===== config.mk =====
export PLATFORM = sky130hd
export DESIGN_NAME = gcrb_sqrt
export DESIGN_NICKNAME = d
export VERILOG_FILES = /design/src/rtl/core/gcrb_pkg.sv /design/src/rtl/core/gcrb_sqrt.sv
export SDC_FILE = /design/constraint.sdc
export NUM_CORES = 2
export LEC_CHECK = 0
export BUFFER_PORTS_ARGS = -buffer_cell sky130_fd_sc_hd__buf_4
export CAP_MARGIN = 40
export CORE_MARGIN = 5
export CORE_UTILIZATION = 40
export DETAILED_ROUTE_END_ITERATION = 10
export PLACE_DENSITY_LB_ADDON = 0.15
export SLEW_MARGIN = 30
export SYNTH_ARGS = -nofsm -noshare
export SYNTH_HDL_FRONTEND = slang
export SYNTH_SLANG_ARGS = --single-unit

===== constraint.sdc =====
create_clock -name clk -period 6.88 [get_ports clk]
set_clock_uncertainty 0.05 [all_clocks]
set_input_delay 1.376 -clock clk [delete_from_list [all_inputs] [get_ports clk]]
set_output_delay 1.376 -clock clk [all_outputs]
set_load 0.05 [all_outputs]

===== src/rtl/core/gcrb_pkg.sv =====
// ----------------------------------------------------------------------------
// gcrb_pkg: shared types and constants for the range and bearing pipeline
// Fixed-point formats, CORDIC step angles and unit latencies used by the
// great-circle range and bearing block and its arithmetic units.
// ----------------------------------------------------------------------------
package gcrb_pkg;

  localparam int CORDIC_STEPS    = 31;
  localparam int ITERS_PER_STAGE = 2;
  localparam int CORDIC_STAGES   = (CORDIC_STEPS + ITERS_PER_STAGE - 1) / ITERS_PER_STAGE;

  // prep register, iteration stages, output register
  localparam int SINCOS_LAT = CORDIC_STAGES + 2;
  localparam int VEC_LAT    = CORDIC_STAGES + 2;

  localparam int SQRT_PAIRS  = 32;
  localparam int SQRT_STAGES = SQRT_PAIRS / 2;
  localparam int SQRT_LAT    = SQRT_STAGES + 1;

  // input register, reciprocal product, table and add, sign
  localparam int DIV_LAT = 4;

  localparam logic signed [31:0] CORDIC_GAIN  = 32'sd652032874;
  localparam logic        [30:0] ONE_Q30      = 31'h4000_0000;
  localparam logic        [33:0] PI_TURN      = 34'd13493037705;
  localparam logic        [25:0] RANGE_MAX    = 26'h3FF_FFFF;
  localparam logic        [23:0] RADIUS_RESET = 24'd6371000;

  typedef logic signed [31:0] q30_t;
  typedef logic        [31:0] turn_t;

  typedef struct packed {
    q30_t c;
    q30_t s;
  } sincos_t;

  typedef struct packed {
    logic [25:0] distance;
    logic [24:0] brg;
  } result_t;

  // atan(2^-i) in turns scaled by 2^32
  function automatic turn_t step_angle(input int i);
    case (i)
      0:       step_angle = 32'h2000_0000;
      1:       step_angle = 32'h12E4_051E;
      2:       step_angle = 32'h09FB_385B;
      3:       step_angle = 32'h0511_11D4;
      4:       step_angle = 32'h028B_0D43;
      5:       step_angle = 32'h0145_D7E1;
      6:       step_angle = 32'h00A2_F61E;
      7:       step_angle = 32'h0051_7C55;
      8:       step_angle = 32'h0028_BE53;
      9:       step_angle = 32'h0014_5F2F;
      10:      step_angle = 32'h000A_2F98;
      11:      step_angle = 32'h0005_17CC;
      12:      step_angle = 32'h0002_8BE6;
      13:      step_angle = 32'h0001_45F3;
      14:      step_angle = 32'h0000_A2FA;
      15:      step_angle = 32'h0000_517D;
      16:      step_angle = 32'h0000_28BE;
      17:      step_angle = 32'h0000_145F;
      18:      step_angle = 32'h0000_0A30;
      19:      step_angle = 32'h0000_0518;
      20:      step_angle = 32'h0000_028C;
      21:      step_angle = 32'h0000_0146;
      22:      step_angle = 32'h0000_00A3;
      23:      step_angle = 32'h0000_0051;
      24:      step_angle = 32'h0000_0029;
      25:      step_angle = 32'h0000_0014;
      26:      step_angle = 32'h0000_000A;
      27:      step_angle = 32'h0000_0005;
      28:      step_angle = 32'h0000_0003;
      29:      step_angle = 32'h0000_0001;
      30:      step_angle = 32'h0000_0001;
      default: step_angle = 32'h0000_0000;
    endcase
  endfunction

endpackage


===== src/rtl/core/gcrb_sqrt.sv =====
// ----------------------------------------------------------------------------
// gcrb_sqrt: pipelined integer square root
// Floor square root of a Q30 value taken as Q60, giving Q30; two root bits
// per stage.
// ----------------------------------------------------------------------------
module gcrb_sqrt (
  input  logic        clk,
  input  logic        en,
  input  logic [30:0] a,
  output logic [30:0] root_out
);

  localparam int NS = gcrb_pkg::SQRT_STAGES;

  logic [63:0] val  [NS+1];
  logic [35:0] rem  [NS+1];
  logic [31:0] root [NS+1];

  always_ff @(posedge clk) begin
    if (en) begin
      val[0]  <= {3'b000, a, 30'd0};
      rem[0]  <= '0;
      root[0] <= '0;
    end
  end

  for (genvar k = 0; k < NS; k++) begin : g_stage
    logic [63:0] vn;
    logic [35:0] rn;
    logic [31:0] qn;

    always_comb begin
      logic [35:0] rv;
      logic [35:0] trial;
      vn = val[k];
      rn = rem[k];
      qn = root[k];
      for (int j = 0; j < 2; j++) begin
        rv    = {rn[33:0], vn[63:62]};
        trial = {2'b00, qn, 2'b01};
        if (rv >= trial) begin
          rn = rv - trial;
          qn = {qn[30:0], 1'b1};
        end else begin
          rn = rv;
          qn = {qn[30:0], 1'b0};
        end
        vn = vn << 2;
      end
    end

    always_ff @(posedge clk) begin
      if (en) begin
        val[k+1]  <= vn;
        rem[k+1]  <= rn;
        root[k+1] <= qn;
      end
    end
  end

  assign root_out = root[NS][30:0];

endmodule


== After elaboration in Yosys (flattened, before gate mapping) ==
Memory sizes are Yosys's and may differ from the RTL's.
Cells that the tools add are included.

* Bits in registers: 0
* Bits in latches: 0
* Memory bits (writable): 2176
* ROM bits: 0
* Input port bits: 33
* Output and inout port bits: 31
* Word-level logic and storage cells: 133
* Memories kept: 3

* $add $sub $neg: 32
* $mul: 0
* Div/mod/pow operators: 0
* Magnitude comparators: 32
* Equal/unequal tests: 0
* Shifts and indexed selects: 0
* Muxes and demuxes: 66
* Bitwise operators: 0
* Reductions and logical operators: 0

{| class="wikitable"
|+ Memories
! memory !! words !! bits a word !! rd ports !! clocked after Yosys merged registers in !! wr ports !! RTL line !! source
|-
| val || 17 || 60 || 16 || 0 || 17 || gcrb_sqrt.sv:15 || <nowiki>logic [63:0] val [NS+1];</nowiki>
|-
| rem || 17 || 36 || 16 || 0 || 17 || gcrb_sqrt.sv:16 || <nowiki>logic [35:0] rem [NS+1];</nowiki>
|-
| root || 17 || 32 || 17 || 0 || 17 || gcrb_sqrt.sv:17 || <nowiki>logic [31:0] root [NS+1];</nowiki>
|}

{| class="wikitable"
|+ Operator list
! cell !! count
|-
| $ge A36 B34 Y1 || 32
|-
| $mux W36 || 16
|-
| $sub A36 B34 Y36 || 16
|-
| $mux W34 || 16
|-
| $sub A34 B34 Y34 || 16
|-
| $mux W1 || 34
|}

== Longest topological paths before layout ==
An unclocked memory read counts as a cell.

* Word-level depth: 5
* Depth in mapped cells: 32
* Mapped depth without buffers: 29

== Least setup slack after synthesis ==
OpenSTA, ideal clock, no wires.

* Kind: register to register
* From: memory root[11][0] (netlist: root[0][352])
* To: memory rem[12][9] (netlist: rem[0][441]), data pin
* Setup time: 0.260 ns
* Arrival time: 6.667 ns
* Required time: 6.570 ns
* Path slack: -0.096 ns
* Cell stages (with the launch flop): 30
* Buffers on the path: 3
* Clock period less this slack: 6.976 ns
* Cells stage by stage: edfxtp_1 inv_1 ha_1 inv_1 fa_1 nor2b_1 o21a_1 o21ai_0 a21oi_1 o211ai_1 a21oi_1 nor2_1 inv_2 clkbuf_1 a21oi_1 inv_1 ha_1 a21o_1 a21oi_1 o21ai_0 a2111oi_0 nor3_1 o211a_1 a311oi_1 o21ai_0 or4b_2 or3_1 clkbuf_1 clkbuf_1 mux2_2

{| class="wikitable"
|+ RTL lines
! item !! RTL line
|-
| from (decl) || gcrb_sqrt.sv:17
|-
| to (decl) || gcrb_sqrt.sv:16
|}

==> flow_summary.toml <==
[synthesis]
syn_area_per_cell_um2 = 9.71
yosysUniqueCellTypes = 107
ys_seq_area_frac = 0.416
synthArstFlopShare = 0
synthFlopType = "edfxtp_1"
yosysWarnings = 0
synth_edf_count = 885
netlist_instances = 6581
synth_seq_cells = 885
syn-cell-area_um2 = 63900
synth_nets = 7117

[finish]
utilization = 0.454
layout_commonest_cell = "edfxtp_1"
fillers = 15100
seq_area_um2 = 26600
most-common-layout-cells = "885 x edfxtp_1, 574 x nor2_1, 524 x nand2_1"
final_nets = 7354
area_delta_synth_final_pct = 12.7
fin_area_um2 = 72000
drive_above_1_share = 0.104
multi_input_area_um2 = 35300

[global_route]
antenna_found_initial = 4
grt.overflow.total = 0
grt_usage = 0.187
grt_max_degree = 160
grt_pass1_wl_um = 257000
grt_pass1_vias = 47300

[run]
max_cap_viol_count = 0

[critical_path]
worst-path-buf-inv = 3
crit_required_ns = 7.30
r2r_cells = 25
cp.depth = 25
endpoint_kind = "register"
slowest_stage = "or4_1"
critPathLaunchType = "register"
cp_data_arrival_time_ns = 6.97
critPathKind = "reg2reg"
crit_fanout = 13
critPathMaxStageDelay_ns = 0.58
crit_family = "simple AND/OR/NAND/NOR gates"

[routing]
ant_nets = 0
vias_per_cell = 5.45
wl_per_cell_um = 18.1
routed_wl_um = 162000
dr.pass1.iters = 5
drtIter0Drc = 3434
num_vias = 48900
drc_errors = 0

[floorplan]
io_pins = 64
fp-row-count = 146
die_h_um = 410
dieArea_um2 = 168000
start_util = 0.403
die_w_um = 410
core-area_um2 = 159000

[timing]
worst_hold_slack_ns = 0.366
maxClockFrequency_ghz = 0.153
fin_crit_ns = 6.54
slew_headroom = 0.337
hold_viol_final = 0
tightest_slew_ns = 0.994
final_max_slew_viol_count = 0
setup_slack_ns = 0.336
fin_crit_sh = 0.951
finalSetupViolCount = 0

[power]
ir_drop_v = 0.000180
power-per-cell-area_nw_per_um2 = 322
leakage_nw = 28.4
power_mw = 23.2

[min_path]
min_delay_path_depth = 0
hold_class = "reg2reg"

[placed_design]
place_hpwl_um = 126000
preCtsSetupSlack_ns = -0.123
placed_cell_area_um2 = 68100
portBuffers = 63
gp_congestion = 0.887

[clocking]
hold_buffers = 0
clock_latency_ns = 0.70
cts_inserted_buffers = 107
clkTransAtPathRegs_ns = 0.06
root_buffer = "clkbuf_16"
clockBufferDepth = 3
clock_sinks = 885
htreeDepth = 3
cts_tree = "yes"

[outcome]
status = "complete, no violations"
cells in the mapped netlist, types with 18 or more instances:
library cell,number,area (um^2)
edfxtp_1,885,26600
nor2_1,574,2150
nand2_1,526,1970
ha_1,493,6170
a21oi_1,479,2400
inv_1,435,1630
xnor2_1,424,3710
o21ai_0,340,1700
xor2_1,241,2110
a21o_1,212,1590
nor3_1,182,911
nand3_1,149,746
clkbuf_1,125,469
mux2_2,116,1310
o21a_1,109,818
or3_1,86,538
nand2b_1,85,532
nand4_1,85,532
nor4_1,80,500
nor2b_1,71,444
o31ai_1,62,465
and2_1,53,332
and3_1,49,307
a211oi_1,46,345
or2_2,45,282
or4_1,45,338
o211ai_1,42,315
o21bai_1,42,315
a31oi_1,37,231
nor3b_1,22,165
a21boi_0,20,150
nor4b_1,20,175
o31a_1,19,166
nand3b_1,18,135
per-layer routing:
layer / GRT usage / up-vias / wire length [um]
met3: 0.0229 / 186 / 6550
met4: 0.0440 / 0 / 3130
met1: 0.259 / 23100 / 77100
met2: 0.312 / 863 / 75400
li1: - / 24800 / -
met5: 0 / - / 0
final cells by class:
class	count	share of cell area
timing repair buffer	283	0.0333
multi-input combinational	5098	0.490
tap	2072	0.0360
antenna	1	0.0000348
clock inverter	70	0.00902
clock buffer	128	0.0392
inverter	443	0.0231
sequential	885	0.369
flip-flops by register name, summed over array words and instances, names as in the netlist:
register,count
rem,470
root,256
val,159
what timing repair did:
action                     in CTS  in global routing
setup buffers                   0                  8
gates resized for setup         4                 64
pin swaps                       0                 17
setup endpoints to repair      26                203
gates cloned                    0                  4
path summary, 6_finish.rpt:
path,startpoint,endpoint,slack (ns)
setup / recovery,root[0][236],rem[0][310],0.34
setup reg to reg,root[0][236],rem[0][310],0.34
hold reg to reg,val[0][175],val[0][239],0.37
hold / removal,val[0][175],val[0][239],0.37
where the power goes:
part           total, mW  switching [mW]  internal (mW)
sequential          8.06           0.824           7.23
combinational       9.52            5.29           4.23
clock               5.60            2.31           3.29
total               23.2            8.42           14.8
logic make-up (layout without fill, tap and decap cells):
family	count (synthesis)	after routing	synth area share
adder cells (fa/ha/maj)	503	503	0.0997
multiplexers	136	136	0.0239
other	1	2	0.0000587
flip-flops	885	885	0.416
AND/OR/NAND/NOR	2178	2178	0.171
buffers and inverters	598	924	0.0356
AO/OA/AOI/OAI	1615	1615	0.162
XOR/XNOR	665	665	0.0911
per-stage QoR:
| step | setup TNS (ns) | std cells |
|---|---|---|
| CTS | 0 | 8963 |
| floorplan | 0 | 6581 |
| finish | 0 | 8980 |
| global route | -0.374 | 8979 |
| global placement | -1.74 | 8761 |
| detailed placement | -1.05 | 8765 |
Power figures use the tool's default switching activity.
