### config.mk
export PLATFORM = sky130hd
export DESIGN_NAME = gcrb_div360
export DESIGN_NICKNAME = d
export VERILOG_FILES = /design/src/rtl/core/gcrb_pkg.sv /design/src/rtl/core/gcrb_div360.sv
export SDC_FILE = /design/constraint.sdc
export NUM_CORES = 1
export LEC_CHECK = 0
export ABC_AREA = 1
export BUFFER_PORTS_ARGS = -buffer_cell sky130_fd_sc_hd__buf_2
export CAP_MARGIN = 20
export CORE_ASPECT_RATIO = 0.6
export CORE_UTILIZATION = 70
export DETAILED_ROUTE_END_ITERATION = 6
export PLACE_DENSITY = 0.95
export SYNTH_ARGS = -nofsm -noshare
export SYNTH_HDL_FRONTEND = slang
export SYNTH_SLANG_ARGS = --single-unit
### constraint.sdc
create_clock -name clk -period 12.21 [get_ports clk]
set_clock_uncertainty 0.1 [all_clocks]
set_input_delay 0.6105 -clock clk [delete_from_list [all_inputs] [get_ports clk]]
set_output_delay 0.6105 -clock clk [all_outputs]
set_load 0.02 [all_outputs]
### src/rtl/core/gcrb_pkg.sv
// ----------------------------------------------------------------------------
// gcrb_pkg: shared types and constants for the range and bearing pipeline
// Fixed-point formats, CORDIC step angles and unit latencies used by the
// great-circle range and bearing block and its arithmetic units.
// ----------------------------------------------------------------------------
package gcrb_pkg;

  localparam int CORDIC_STEPS    = 31;
  localparam int ITERS_PER_STAGE = 2;
  localparam int CORDIC_STAGES   = (CORDIC_STEPS + ITERS_PER_STAGE - 1) / ITERS_PER_STAGE;

  // prep register, iteration stages, output register
  localparam int SINCOS_LAT = CORDIC_STAGES + 2;
  localparam int VEC_LAT    = CORDIC_STAGES + 2;

  localparam int SQRT_PAIRS  = 32;
  localparam int SQRT_STAGES = SQRT_PAIRS / 2;
  localparam int SQRT_LAT    = SQRT_STAGES + 1;

  // input register, reciprocal product, table and add, sign
  localparam int DIV_LAT = 4;

  localparam logic signed [31:0] CORDIC_GAIN  = 32'sd652032874;
  localparam logic        [30:0] ONE_Q30      = 31'h4000_0000;
  localparam logic        [33:0] PI_TURN      = 34'd13493037705;
  localparam logic        [25:0] RANGE_MAX    = 26'h3FF_FFFF;
  localparam logic        [23:0] RADIUS_RESET = 24'd6371000;

  typedef logic signed [31:0] q30_t;
  typedef logic        [31:0] turn_t;

  typedef struct packed {
    q30_t c;
    q30_t s;
  } sincos_t;

  typedef struct packed {
    logic [25:0] distance;
    logic [24:0] brg;
  } result_t;

  // atan(2^-i) in turns scaled by 2^32
  function automatic turn_t step_angle(input int i);
    case (i)
      0:       step_angle = 32'h2000_0000;
      1:       step_angle = 32'h12E4_051E;
      2:       step_angle = 32'h09FB_385B;
      3:       step_angle = 32'h0511_11D4;
      4:       step_angle = 32'h028B_0D43;
      5:       step_angle = 32'h0145_D7E1;
      6:       step_angle = 32'h00A2_F61E;
      7:       step_angle = 32'h0051_7C55;
      8:       step_angle = 32'h0028_BE53;
      9:       step_angle = 32'h0014_5F2F;
      10:      step_angle = 32'h000A_2F98;
      11:      step_angle = 32'h0005_17CC;
      12:      step_angle = 32'h0002_8BE6;
      13:      step_angle = 32'h0001_45F3;
      14:      step_angle = 32'h0000_A2FA;
      15:      step_angle = 32'h0000_517D;
      16:      step_angle = 32'h0000_28BE;
      17:      step_angle = 32'h0000_145F;
      18:      step_angle = 32'h0000_0A30;
      19:      step_angle = 32'h0000_0518;
      20:      step_angle = 32'h0000_028C;
      21:      step_angle = 32'h0000_0146;
      22:      step_angle = 32'h0000_00A3;
      23:      step_angle = 32'h0000_0051;
      24:      step_angle = 32'h0000_0029;
      25:      step_angle = 32'h0000_0014;
      26:      step_angle = 32'h0000_000A;
      27:      step_angle = 32'h0000_0005;
      28:      step_angle = 32'h0000_0003;
      29:      step_angle = 32'h0000_0001;
      30:      step_angle = 32'h0000_0001;
      default: step_angle = 32'h0000_0000;
    endcase
  endfunction

endpackage

### src/rtl/core/gcrb_div360.sv
// ----------------------------------------------------------------------------
// gcrb_div360: degrees to turns conversion
// Four-stage pipeline giving round(|v| * 2^SHIFT / 360) modulo 2^32, negated
// for negative v: split |v| by 45 with a reciprocal product, then add the
// scaled quotient to a small table entry for the remainder.
// ----------------------------------------------------------------------------
module gcrb_div360 #(
  parameter int SHIFT = 16
) (
  input  logic                 clk,
  input  logic                 en,
  input  logic signed [25:0]   v,
  output gcrb_pkg::turn_t      r
);

  // floor(m / 45) = (m * RECIP) >> 32, exact for every 26-bit m
  localparam logic [26:0] RECIP = 27'd95443718;

  logic [25:0] mag;
  logic [25:0] mag_a, mag_b;
  logic        neg_a, neg_b, neg_c;
  logic [52:0] prod;
  logic [20:0] u_b;
  logic [25:0] rem_w;
  logic [5:0]  w;
  logic [31:0] tab [45];
  logic [31:0] quo_c;

  assign mag   = v[25] ? 26'(-v) : 26'(v);
  assign prod  = 53'(mag_a) * 53'(RECIP);
  assign rem_w = mag_b - 26'(u_b) * 26'd45;
  assign w     = rem_w[5:0];

  // (w * 2^SHIFT + 180) / 360 for each remainder w of the split by 45
  for (genvar i = 0; i < 45; i++) begin : g_tab
    localparam logic [31:0] FRAC = 32'(((64'(i) << SHIFT) + 64'd180) / 64'd360);
    assign tab[i] = FRAC;
  end

  always_ff @(posedge clk) begin
    if (en) begin
      neg_a <= v[25];
      mag_a <= mag;

      neg_b <= neg_a;
      mag_b <= mag_a;
      u_b   <= prod[52:32];

      // 45 * 2^SHIFT / 360 = 2^(SHIFT-3)
      neg_c <= neg_b;
      quo_c <= 32'((64'(u_b) << (SHIFT - 3)) + 64'(tab[w]));

      r <= neg_c ? -quo_c : quo_c;
    end
  end

endmodule

## After elaboration in Yosys (flattened, before gate mapping)

Memories as Yosys holds them, arrays and structs flattened.
Index checks and enable logic that the tools add are counted.

- Bits in registers: 120
- ROM bits: 2048
- Input port bits: 28
- Output and inout port bits: 32
- Logic and storage cells: 22
- Memories: 1

Memories:

| name | depth | bits a word | rd ports | clocked after Yosys merged registers in | write ports | RTL line | source |
|---|---|---|---|---|---|---|---|
| (name not given) | 64 | 32 | 1 | 0 | 0 | gcrb_div360.sv:51 | `quo_c <= 32'((64'(u_b) << (SHIFT - 3)) + 64'(tab[w]));` |

- $add $sub $neg: 4
- $mul: 2
- Order comparisons: 1
- Muxes and demuxes: 4
- Bitwise operators: 1

Operator list:

| cell | count |
|---|---|
| 2-to-1 mux 32 bit | 3 |
| multiplier 26 x 26 -> 52 bit, second input constant | 1 |
| adder 32 bit | 1 |
| negator 32 bit | 1 |
| negator 26 bit | 1 |
| 2-to-1 mux 25 bit | 1 |
| multiplier 21 x 6 -> 6 bit, second input constant | 1 |
| greater-or-equal comparator 7 bit, second input constant | 1 |
| NOT 6 -> 7 bit | 1 |
| subtractor 6 bit | 1 |

## Longest topological paths before layout

- Depth after elaboration: 7
- Depth in mapped cells: 28
- Depth with buffers taken out: 28

## Worst setup path before layout

OpenSTA, ideal clock, no wires.

- Path kind: reg-to-reg
- Start: register mag_a[3]
- End: register u_b[18], data pin
- Setup time: 0.253 ns
- Arrival: 5.329 ns
- Slack: 6.528 ns
- Cell stages (with the launch flop): 24
- Buffers on the path: 0
- Clock period less this slack: 5.682 ns
- Path through: edfxtp_1 ha_1 xor2_1 ha_1 or2_2 fa_1 inv_1 fa_1 inv_1 fa_1 fa_1 inv_1 fa_1 inv_1 ha_1 nand2_1 nor2_1 nand2_1 nor3_1 nand2_1 nand2_1 nand2_1 nand3_1 nand2_1

- Word-level cells in the longest chain between the ends: 1

RTL lines:

| element | RTL line | source |
|---|---|---|
| start, declared | gcrb_div360.sv:20 | `logic [25:0] mag_a, mag_b;` |
| start signal, assigned | gcrb_div360.sv:43 | `mag_a <= mag;` |
| multiplier 26 x 26 -> 52 bit | gcrb_div360.sv:30 | `assign prod = 53'(mag_a) * 53'(RECIP);` |
| via prod[50] | gcrb_div360.sv:22 | `logic [52:0] prod;` |
| end signal, assigned | gcrb_div360.sv:47 | `u_b <= prod[52:32];` |
| end, declared | gcrb_div360.sv:23 | `logic [20:0] u_b;` |

The timed path passes the listed nets, and every way through them passes these cells.
A chain may end at the register's enable or synchronous reset.

## Worst setup path after layout

- Start: register mag_a[13]
- End: register u_b[7], data pin

Same word-level chain as after synthesis.

==> tab_implementation.tex <==
\begin{tabular}{lr}
\hline
Metric & Value \\
\hline
\multicolumn{2}{l}{\textbf{Run status}} \\
Outcome & finished, final reports clean \\
\multicolumn{2}{l}{\textbf{CTS}} \\
Number of buffers on the longest clock path & 2 \\
Total clock buffers created by CTS & 17 \\
Setup repair bufs after CTS & 0 \\
Max H-tree Level & 4 \\
Clock transition at the register clock pins on the worst setup and hold paths after CTS & 0.07 ns \\
Clock root buffer & clkbuf\_16 \\
Hold-fix buffers at CTS & 0 \\
Number of resized instances in the post-cts repair step & 0 \\
Insertion delay to the later sink of the worst-skew pair & 0.46 ns \\
Clock tree from TritonCTS & done \\
Clock sink count & 118 \\
\multicolumn{2}{l}{\textbf{Final layout}} \\
Layout cell share with drive strength beyond 1 & 0.0531 \\
Total of fill cells in the finished design & 1722 \\
Ant. Diodes & 0 \\
Signed area change from the synthesized netlist to the final layout & 6.67\% \\
Number of nets in the layout & 2646 \\
Post-layout instance area & 18900 um\^{}2 \\
Area of all sequential standard cells & 3540 um\^{}2 \\
Most common cell after layout, fill and taps aside & inv\_1 \\
Top library cells by usage in the layout, fill and taps aside & inv\_1 (529), nand2\_1 (374), ha\_1 (281), fa\_1 (202), nor2\_1 (143) \\
Combined area of the multi-input logic cells & 12100 um\^{}2 \\
\multicolumn{2}{l}{\textbf{Worst setup path}} \\
Crit-path max FO & 6 \\
Critical path startpoint category & flip-flop \\
Launching instance or port of the critical path & mag\_a[13]\$\_DFFE\_PP\_ \\
CP dominant cell by count & fa\_1 \\
Crit. End Element & flip-flop \\
Worst-path cell chain & ha\_1 -> fa\_1 -> inv\_1 -> fa\_1 -> fa\_1 -> fa\_1 -> inv\_1 -> fa\_1 -> ha\_1 -> ha\_1 -> nand2\_1 -> inv\_1 -> nand2\_1 -> inv\_1 -> nand2\_1 -> nor2\_1 -> nand4\_1 -> nand4\_1 -> nand2\_1 \\
Launch instance of the worst register-to-register path & mag\_a[13]\$\_DFFE\_PP\_ \\
Delay of the slowest cell on the worst path & 0.71 ns \\
Cell class contributing the biggest share of worst-path delay & adder cells \\
Critical path depth in cells & 19 \\
Slack of the worst reg-to-reg path & 5.45 ns \\
Critical register-to-register path endpoint & u\_b[7]\$\_DFFE\_PP\_ \\
Worst R2R Path Depth & 19 \\
Number of buffer and inverter stages on the critical path & 4 \\
Slowest cell on the critical path & fa\_1 \\
Critical path start-end classification & reg2reg \\
Data arrival, critical path & 6.87 ns \\
Worst endpoint required time & 12.32 ns \\
Endpoint of the worst setup timing path & u\_b[7]\$\_DFFE\_PP\_ \\
\multicolumn{2}{l}{\textbf{Floorplanning}} \\
Overall die width & 207 um \\
Floorplan Core Area & 24500 um\^{}2 \\
Placement row count & 44 \\
Die height & 125 um \\
DIE AREA & 25900 um\^{}2 \\
Starting density of the core & 0.722 \\
Num ports & 60 \\
\multicolumn{2}{l}{\textbf{Hold path}} \\
Kind of path behind the tightest hold check & in2reg \\
Number of cells on the worst hold path & 1 \\
\multicolumn{2}{l}{\textbf{Synth}} \\
Average footprint of a synthesized cell & 8.54 um\^{}2 \\
Ranking of synthesized cells by area & fa\_1 (23\%), edfxtp\_1 (20\%), ha\_1 (20\%), inv\_1 (11\%), nand2\_1 (7.9\%) \\
Prevailing post-synth register cell & edfxtp\_1 \\
EDFF count, synth & 118 \\
Yosys warning count & 0 \\
Synthesized netlist cell count & 2070 \\
Top cell type's share of synthesized area & 0.229 \\
Flip-flop and latch count after synthesis & 118 \\
Proportion of synthesized flip-flops having asynchronous set or reset & 0 \\
Combined area of all synthesized cells & 17700 um\^{}2 \\
Top cell type by total area after synthesis & fa\_1 \\
Cell variety after synth & 38 \\
Share of synthesized area occupied by flip-flops and latches & 0.200 \\
Synth Net Count & 2581 \\
\multicolumn{2}{l}{\textbf{Global routing}} \\
Total congestion overflow & 0 \\
Antenna violations before repair & 0 \\
Wire length of the first global-routing pass & 82.3 mm \\
Via count of the first global-routing pass & 14600 \\
Pin count of the biggest net entering global routing & 83 \\
Global routing usage summed across all routing layers & 0.430 \\
\multicolumn{2}{l}{\textbf{Job}} \\
Number of violations of the max-capacitance limit & 0 \\
\multicolumn{2}{l}{\textbf{Route}} \\
Number of antenna-violating nets in the routed design & 0 \\
Length of the first detailed-routing pass in iterations & 5 \\
Drt total wl & 52.6 mm \\
Number of DRC violations after detailed routing & 0 \\
Post-detailed-route wirelength per cell & 21.3 um \\
Routed via count & 14700 \\
Violation count after the first detailed-route iteration & 2136 \\
Mean number of vias per cell & 5.95 \\
\multicolumn{2}{l}{\textbf{Placement}} \\
Area after DPL & 18300 um\^{}2 \\
Half-perimeter wire length of the detailed placement result & 44.1 mm \\
Pre-CTS WS & 5.76 ns \\
Routability congestion estimate from global placement & 1.11 \\
Port Buffers & 59 \\
\multicolumn{2}{l}{\textbf{STA}} \\
Setup repair after global routing missed its margin & false \\
Max-slew violations & 0 \\
Final worst-path cycle share & 0.553 \\
Maximum clock frequency & 148 MHz \\
Final setup TNS & 0 ns \\
Count of endpoints failing hold in the final timing report & 0 \\
Final critical-path setup slack & 5.45 ns \\
Setup violations, final & 0 \\
Minimum period implied by the final worst setup slack & 6.76 ns \\
Slew at the pin closest to its max-slew limit & 1.09 ns \\
Max transition margin & 0.271 \\
\hline
\end{tabular}
-- per-stage QoR --
stage | instances | util | hold slack [ns]
after floorplan | 2070 | - | 0.300
after global placement | 2438 | 0.747 | 0.312
after detailed placement | 2438 | 0.747 | 0.311
after CTS | 2469 | 0.770 | 0.249
after global routing | 2469 | 0.770 | 0.249
final | 2469 | 0.770 | 0.263
-- layout make-up --
type / count / share of cell area
clock inverter: 14 / 0.00677
multi-input combinational: 1406 / 0.639
clock buffer: 17 / 0.0226
timing repair buffer: 61 / 0.0166
inverter: 531 / 0.106
sequential: 118 / 0.188
tap: 322 / 0.0214
-- Yosys cell counts, types with 3 or more instances --
| cell type | number |
|---|---|
| a21oi_1 | 63 |
| nor3_1 | 17 |
| xnor2_1 | 17 |
| nand2_1 | 374 |
| nor3_2 | 3 |
| nand4_1 | 24 |
| nor4_1 | 5 |
| buf_6 | 3 |
| edfxtp_1 | 118 |
| o21ai_0 | 63 |
| o211ai_1 | 3 |
| o21a_1 | 4 |
| inv_1 | 529 |
| o21bai_1 | 9 |
| nand3_1 | 79 |
| o21ai_1 | 8 |
| fa_1 | 202 |
| clkbuf_1 | 7 |
| ha_1 | 281 |
| a21o_1 | 16 |
| a31oi_1 | 5 |
| nand3b_1 | 6 |
| buf_2 | 3 |
| or2_2 | 7 |
| nor2_1 | 143 |
| xor2_1 | 62 |
| nor2_2 | 3 |
-- kinds of logic (layout without fill, tap and decap cells) --
group                      after synthesis  after routing  share of synthesized area
adders and majority gates              483            483                      0.428
DFF                                    118            118                      0.200
AOI/OAI and AO/OA                      176            176                     0.0556
and+or+nand+nor                        666            666                      0.158
buffers and inverters                  546            623                      0.118
xor gates and xnor gates                81             81                     0.0410
-- sequential cells by signal, indices dropped and copies added, names as in the netlist --
signal and count:
mag_a 26, mag_b 6, neg_a 1, neg_b 1, neg_c 1, quo_c 32, r 32, u_b 19
-- per-layer routing --
metal  global-route usage  vias up  routed length [um]
li1                     -     6585                   -
met3                0.211      124                9620
met1                0.626     6905               21800
met2                0.560     1080               19800
met4                0.117        0                1300
met5                    0        -                   0
-- worst min-delay path by stage --
stage / from / endpoint / slack, ns
floorplan: neg_a$_DFFE_PP_ / neg_b$_DFFE_PP_ / 0.30
global placement: u_b[10]$_DFFE_PP_ / quo_c[23]$_DFFE_PP_ / 0.31
detailed placement: u_b[14]$_DFFE_PP_ / quo_c[27]$_DFFE_PP_ / 0.31
CTS: v[0] / mag_a[0]$_DFFE_PP_ / 0.25
global route: v[0] / mag_a[0]$_DFFE_PP_ / 0.25
finish: v[0] / mag_a[0]$_DFFE_PP_ / 0.26
Power is not shown: default switching activity piles up to over one toggle a cycle in this logic, so the estimate is an artifact.
